--- src/hdl/ridft_pkg.sv ---
// Shared types and constants for the real-input direct DFT block.
// Holds the command and result word formats, the control word of the MAC unit
// and the series constants used to build the twiddle ROM. No dependencies.
package ridft_pkg;

    localparam int SAMPLE_BITS       = 16;
    localparam int TW_BITS           = 16;
    localparam int OUT_BITS          = 44;
    localparam int INDEX_BITS        = 12;
    localparam int DEF_SIGNAL_LENGTH = 1024;

    localparam logic CMD_WRITE = 1'b0;
    localparam logic CMD_BIN   = 1'b1;

    localparam longint unsigned QUARTER_PI_Q30 = 64'd843314857;
    localparam longint unsigned ONE_Q30        = 64'd1073741824;
    localparam int              TAYLOR_TERMS   = 7;

    localparam longint unsigned SIN_DIV [TAYLOR_TERMS] = '{
        64'd6, 64'd20, 64'd42, 64'd72, 64'd110, 64'd156, 64'd210
    };
    localparam longint unsigned COS_DIV [TAYLOR_TERMS] = '{
        64'd2, 64'd12, 64'd30, 64'd56, 64'd90, 64'd132, 64'd182
    };

    typedef struct packed {
        logic                          cmd;
        logic [INDEX_BITS-1:0]         index;
        logic signed [SAMPLE_BITS-1:0] sample;
    } t_in_word;

    typedef struct packed {
        logic signed [OUT_BITS-1:0] bin_real;
        logic signed [OUT_BITS-1:0] bin_imag;
        logic                       bin_out_of_range;
    } t_out_word;

    typedef struct packed {
        logic valid;
        logic last;
        logic clear;
    } t_mac_ctl;

endpackage

--- src/hdl/ridft_mac.sv ---
// Shared multiply-accumulate unit for the real and imaginary sums.
// A registered product stage feeds two wide accumulators. Depends on ridft_pkg.
module ridft_mac #(
    parameter int ACC_W = 45
) (
    input  logic                                     i_clk,
    input  logic                                     i_rst_n,
    input  ridft_pkg::t_mac_ctl                      i_ctl,
    input  logic signed [ridft_pkg::SAMPLE_BITS-1:0] i_sample,
    input  logic signed [ridft_pkg::TW_BITS-1:0]     i_cos,
    input  logic signed [ridft_pkg::TW_BITS-1:0]     i_nsin,
    output logic                                     o_done,
    output logic signed [ACC_W-1:0]                  o_re,
    output logic signed [ACC_W-1:0]                  o_im
);
    import ridft_pkg::*;

    localparam int PROD_W = SAMPLE_BITS + TW_BITS;

    logic                     r_p_v;
    logic                     r_p_last;
    logic                     r_done;
    logic signed [PROD_W-1:0] r_p_re;
    logic signed [PROD_W-1:0] r_p_im;
    logic signed [ACC_W-1:0]  r_acc_re;
    logic signed [ACC_W-1:0]  r_acc_im;

    always_ff @(posedge i_clk) begin
        if (!i_rst_n) begin
            r_p_v    <= 1'b0;
            r_p_last <= 1'b0;
            r_done   <= 1'b0;
        end else begin
            r_p_v    <= i_ctl.valid;
            r_p_last <= i_ctl.last;
            r_done   <= r_p_v & r_p_last;
        end
    end

    always_ff @(posedge i_clk) begin
        r_p_re <= i_sample * i_cos;
        r_p_im <= i_sample * i_nsin;
        if (i_ctl.clear) begin
            r_acc_re <= '0;
            r_acc_im <= '0;
        end else if (r_p_v) begin
            r_acc_re <= r_acc_re + ACC_W'(r_p_re);
            r_acc_im <= r_acc_im + ACC_W'(r_p_im);
        end
    end

    assign o_done = r_done;
    assign o_re   = r_acc_re;
    assign o_im   = r_acc_im;

endmodule

--- config.mk ---
export PLATFORM = sky130hd
export DESIGN_NAME = ridft_mac
export DESIGN_NICKNAME = d
export VERILOG_FILES = /design/src/hdl/ridft_pkg.sv /design/src/hdl/ridft_mac.sv
export SDC_FILE = /design/constraint.sdc
export NUM_CORES = 2
export LEC_CHECK = 0
export ABC_CLOCK_PERIOD_IN_PS = 14000
export BUFFER_PORTS_ARGS = -buffer_cell sky130_fd_sc_hd__buf_2
export CORE_MARGIN = 3
export CORE_UTILIZATION = 35
export DETAILED_ROUTE_END_ITERATION = 8
export PLACE_DENSITY = 0.54
export SLEW_MARGIN = 25
export SYNTH_ARGS = -nofsm -noshare
export SYNTH_HDL_FRONTEND = slang
export SYNTH_SLANG_ARGS = --single-unit
--- constraint.sdc ---
create_clock -name i_clk -period 14 [get_ports i_clk]
set_input_delay 2.8 -clock i_clk [delete_from_list [all_inputs] [get_ports i_clk]]
set_output_delay 2.8 -clock i_clk [all_outputs]
set_load 0.02 [all_outputs]
* Word-level counts from Yosys, hierarchy flattened *
Cells that the tools add are included.

storage, ports and cells
  register bits = 157
  bits in latches = 0
  bits in writable memories = 0
  bits in read-only memories = 0
  input port bits = 53
  word-level logic and storage cells = 12
  memories kept = 0

cells by class
  add/subtract/negate cells = 2
  $mul = 2
  div/mod/pow operators = 0
  $lt $le $gt $ge = 0
  equality and inequality tests = 0
  shift operators = 0
  mux-type cells = 0
  bitwise gates (word level) = 1
  reduce and logical (&&, ||, !) cells = 0

operators with widths
  kind                          number
  adder 45 x 32 -> 45 bit       2
  multiplier 16 x 16 -> 32 bit  2
  bitwise AND 1 bit             1

* Logic depth before layout (Yosys ltp) *
  depth in word-level cells = 1
  mapped depth = 24

* Worst setup path before layout *
No wires, ideal clock.

  path type = input -> register
  start = input port i_sample[15] in the netlist's numbering
  end = register r_p_re[31]
  arrival = 8.468 ns
  data required time = 13.928 ns
  slack = 5.460 ns
  stages on the path = 21
  buffers on the path = 1
  cell sequence = clkbuf_1 -> nand2_1 -> inv_1 -> fa_1 -> fa_1 -> fa_1 -> fa_1 -> fa_1 -> inv_1 -> fa_1 -> inv_1 -> ha_1 -> a21o_1 -> a21o_1 -> a21o_1 -> a21oi_1 -> o211a_1 -> o21ai_1 -> a31o_2 -> a21oi_1 -> xnor2_1

on the way
  word-level cells in the longest chain between the ends = 1

ends and longest elaborated chain
  item                          RTL line         source
  start, declared               ridft_mac.sv:9   input logic signed [ridft_pkg::SAMPLE_BITS-1:0] i_sample,
  multiplier 16 x 16 -> 32 bit  ridft_mac.sv:41  r_p_re <= i_sample * i_cos;
  end signal, assigned          ridft_mac.sv:41
  end, declared                 ridft_mac.sv:23  logic signed [PROD_W-1:0] r_p_re;

No other way between the ends.
A chain may end at the register's enable or synchronous reset.

* Worst setup path in the final report *
Same ends and word-level chain as after synthesis.

==> metrics.txt <==
htree depth 4; grt ovf 0; period utilization between 60% and 70%; Syn Area/Cell 9.00 um2; via-per-instance ratio 4.88; die area 0.0847 mm2; Max Freq 110 MHz; core area between 0.07 and 0.08 mm2; r2r setup slk 10,430 ps; Yosys warning total 0; WS Path Type primary input to register; Post-CTS Setup Bufs 0; Starting Density 35.7%; Avg WL per Cell between 15 and 20 um; Fill cells 8,255; Yosys reg bits 157; initial antenna violation count 11; Synth Instances 3,160; Worst-path clk slew around 70 ps; Rel. slew slack between 30% and 40%; outcome finished, final reports clean; RSZ-0062 raised after global routing no; post-synth top area cell fa_1; Startpoint Class primary input; Fin Setup TNS 0 ps; CTS hold repair buffers 0; predominant post-synthesis flop cell dfxtp_1; CP Capture Type register; Tightest Hold Check Type register to register; Worst-Margin Slew 959 ps; register area share after synthesis 11.1%; cell with the most instances after synthesis inv_1; first-pass GRT wire length 118 mm; ys async rst share 0%; I/O Buffers 143; Longest Clk Path Bufs 2; Crit Path Max Fanout 32; First-pass DRT Iterations 5; Mapped Area 0.0284 mm2; CP arrival 9510 ps; MaxCap Viol Count 0; total CTS buffers 17; vias in the first global route 22,283; clk_skew 18.1 ps; die height between 200 and 300 um; FP Rows 103; nets@finish 4,043; DP HPWL 56.6 mm; Ports 144; register area ~0.0031 mm2; EDFF count, synth 0; root buf cell clkbuf_16; CTS Sinks roughly 160; drt total wl 69.5 mm; top-area cell type share of the netlist area 37.0%; post-route ant nets 0; drc violations 0; synth top area cells fa_1, ha_1, dfxtp_1; worst skew pair latency 480 ps; area delta synth->final 8.13%; pins over their slew limit 0; setup violators final 0; top cells by count, synth inv_1, fa_1, nand2_1; Worst Path Required 14,380 ps; final hold vios 0; largest net degree at the start of global routing 83; Multi-input gate area 0.0226 mm2; CTS tree yes; post-CTS sizing 0; Vias 20,889; Period minus WS final slightly above 9000 ps; Initial DRC Count around 1,000; Die Width a little under 300 um; GR Util All Layers ~17%; GPL Wtd Cong 0.841; Yosys cell types 83; layout cell share with drive strength beyond 1 about 6.6%; Syn Nets ~4,000
layout by cell type (no fill, tap or decap), types with 23 or more instances in the layout:
cell type	Yosys	routed
ha_1	252	252
and2_1	264	264
nor2_1	168	168
a21o_1	61	61
o21bai_1	23	23
a21oi_1	129	129
buf_2	3	142
o21ai_0	69	69
mux2i_1	50	50
dfxtp_1	157	156
xor2_1	42	42
fa_1	526	526
nand3_1	26	26
xnor2_1	99	99
nand2_1	311	311
nor3_1	24	24
inv_1	601	601
worst max-delay path: stages:
cell and delay [ps]:
buf_2 520, nand2_1 200, inv_1 160, fa_1 560, fa_1 910, fa_1 540
fa_1 510, fa_1 490, inv_1 50, fa_1 480, inv_1 40, ha_1 330
a21o_1 190, a21o_1 170, a21o_1 180, a21oi_1 390, o211a_1 280, o21ai_1 110
a31o_2 250, a21oi_1 160, xnor2_1 180
final cells by class:
| type | instances | share of cell area [%] |
|---|---|---|
| Antenna cell | 7 | 0.0570 |
| Sequential cell | 157 | 10.2 |
| Multi-Input combinational cell | 2283 | 73.5 |
| Clock buffer | 19 | 1.44 |
| Inverter | 602 | 7.35 |
| Tap cell | 1050 | 4.27 |
| Clock inverter | 13 | 0.663 |
| Timing Repair Buffer | 151 | 2.53 |
registers in the layout (all words and copies together), names as in the netlist:
register,count
o_im,45
r_p_last,1
r_p_v,1
o_done,1
o_re,45
r_p_re,32
r_p_im,32
logic make-up (layout without fill, tap and decap cells):
| family | Yosys count | after routing | synth area share (%) |
|---|---|---|---|
| DFF | 157 | 157 | 11.0 |
| muxes | 51 | 51 | 1.80 |
| AOI/OAI and AO/OA | 428 | 428 | 9.98 |
| xor gates and xnor gates | 141 | 141 | 4.34 |
| other | 0 | 7 | 0 |
| adders and majority gates | 778 | 778 | 48.1 |
| buffers and inverters | 720 | 785 | 9.52 |
| and+or+nand+nor | 885 | 885 | 15.2 |
per-layer routing:
| metal | vias to the layer above | GRT usage [%] | part of all wire [%] |
|---|---|---|---|
| li1 | 9982 | - | - |
| met1 | 10558 | 24.2 | 48 |
| met2 | 296 | 28.4 | 47 |
| met3 | 47 | 2.39 | 3.8 |
| met4 | 6 | 3.00 | 1.2 |
| met5 | - | 0 | 0.065 |
final timing paths:
kind           startpoint          to  cells past startpoint
min              r_p_last      o_done                      1
max reg2reg       o_im[6]    o_im[43]                     10
min reg2reg      r_p_last      o_done                      1
max          i_sample[15]  r_p_re[31]                     21
metrics by stage:
stage | setup slack [ps] | utilization, % | instance area [um2] | cells | hold slack (ps)
global route | 4520 | 38.5 | 30700 | 4276 | 495
floorplan | 5460 | - | 28400 | 3160 | 437
detailed placement | 4430 | 37.7 | 30100 | 4243 | 451
finish | 4870 | 38.6 | 30800 | 4282 | 466
CTS | 4950 | 38.5 | 30700 | 4275 | 469
global placement | 4480 | 37.7 | 30100 | 4243 | 442
Power is not shown: default switching activity piles up to over one toggle a cycle in this logic, so the estimate is an artifact.
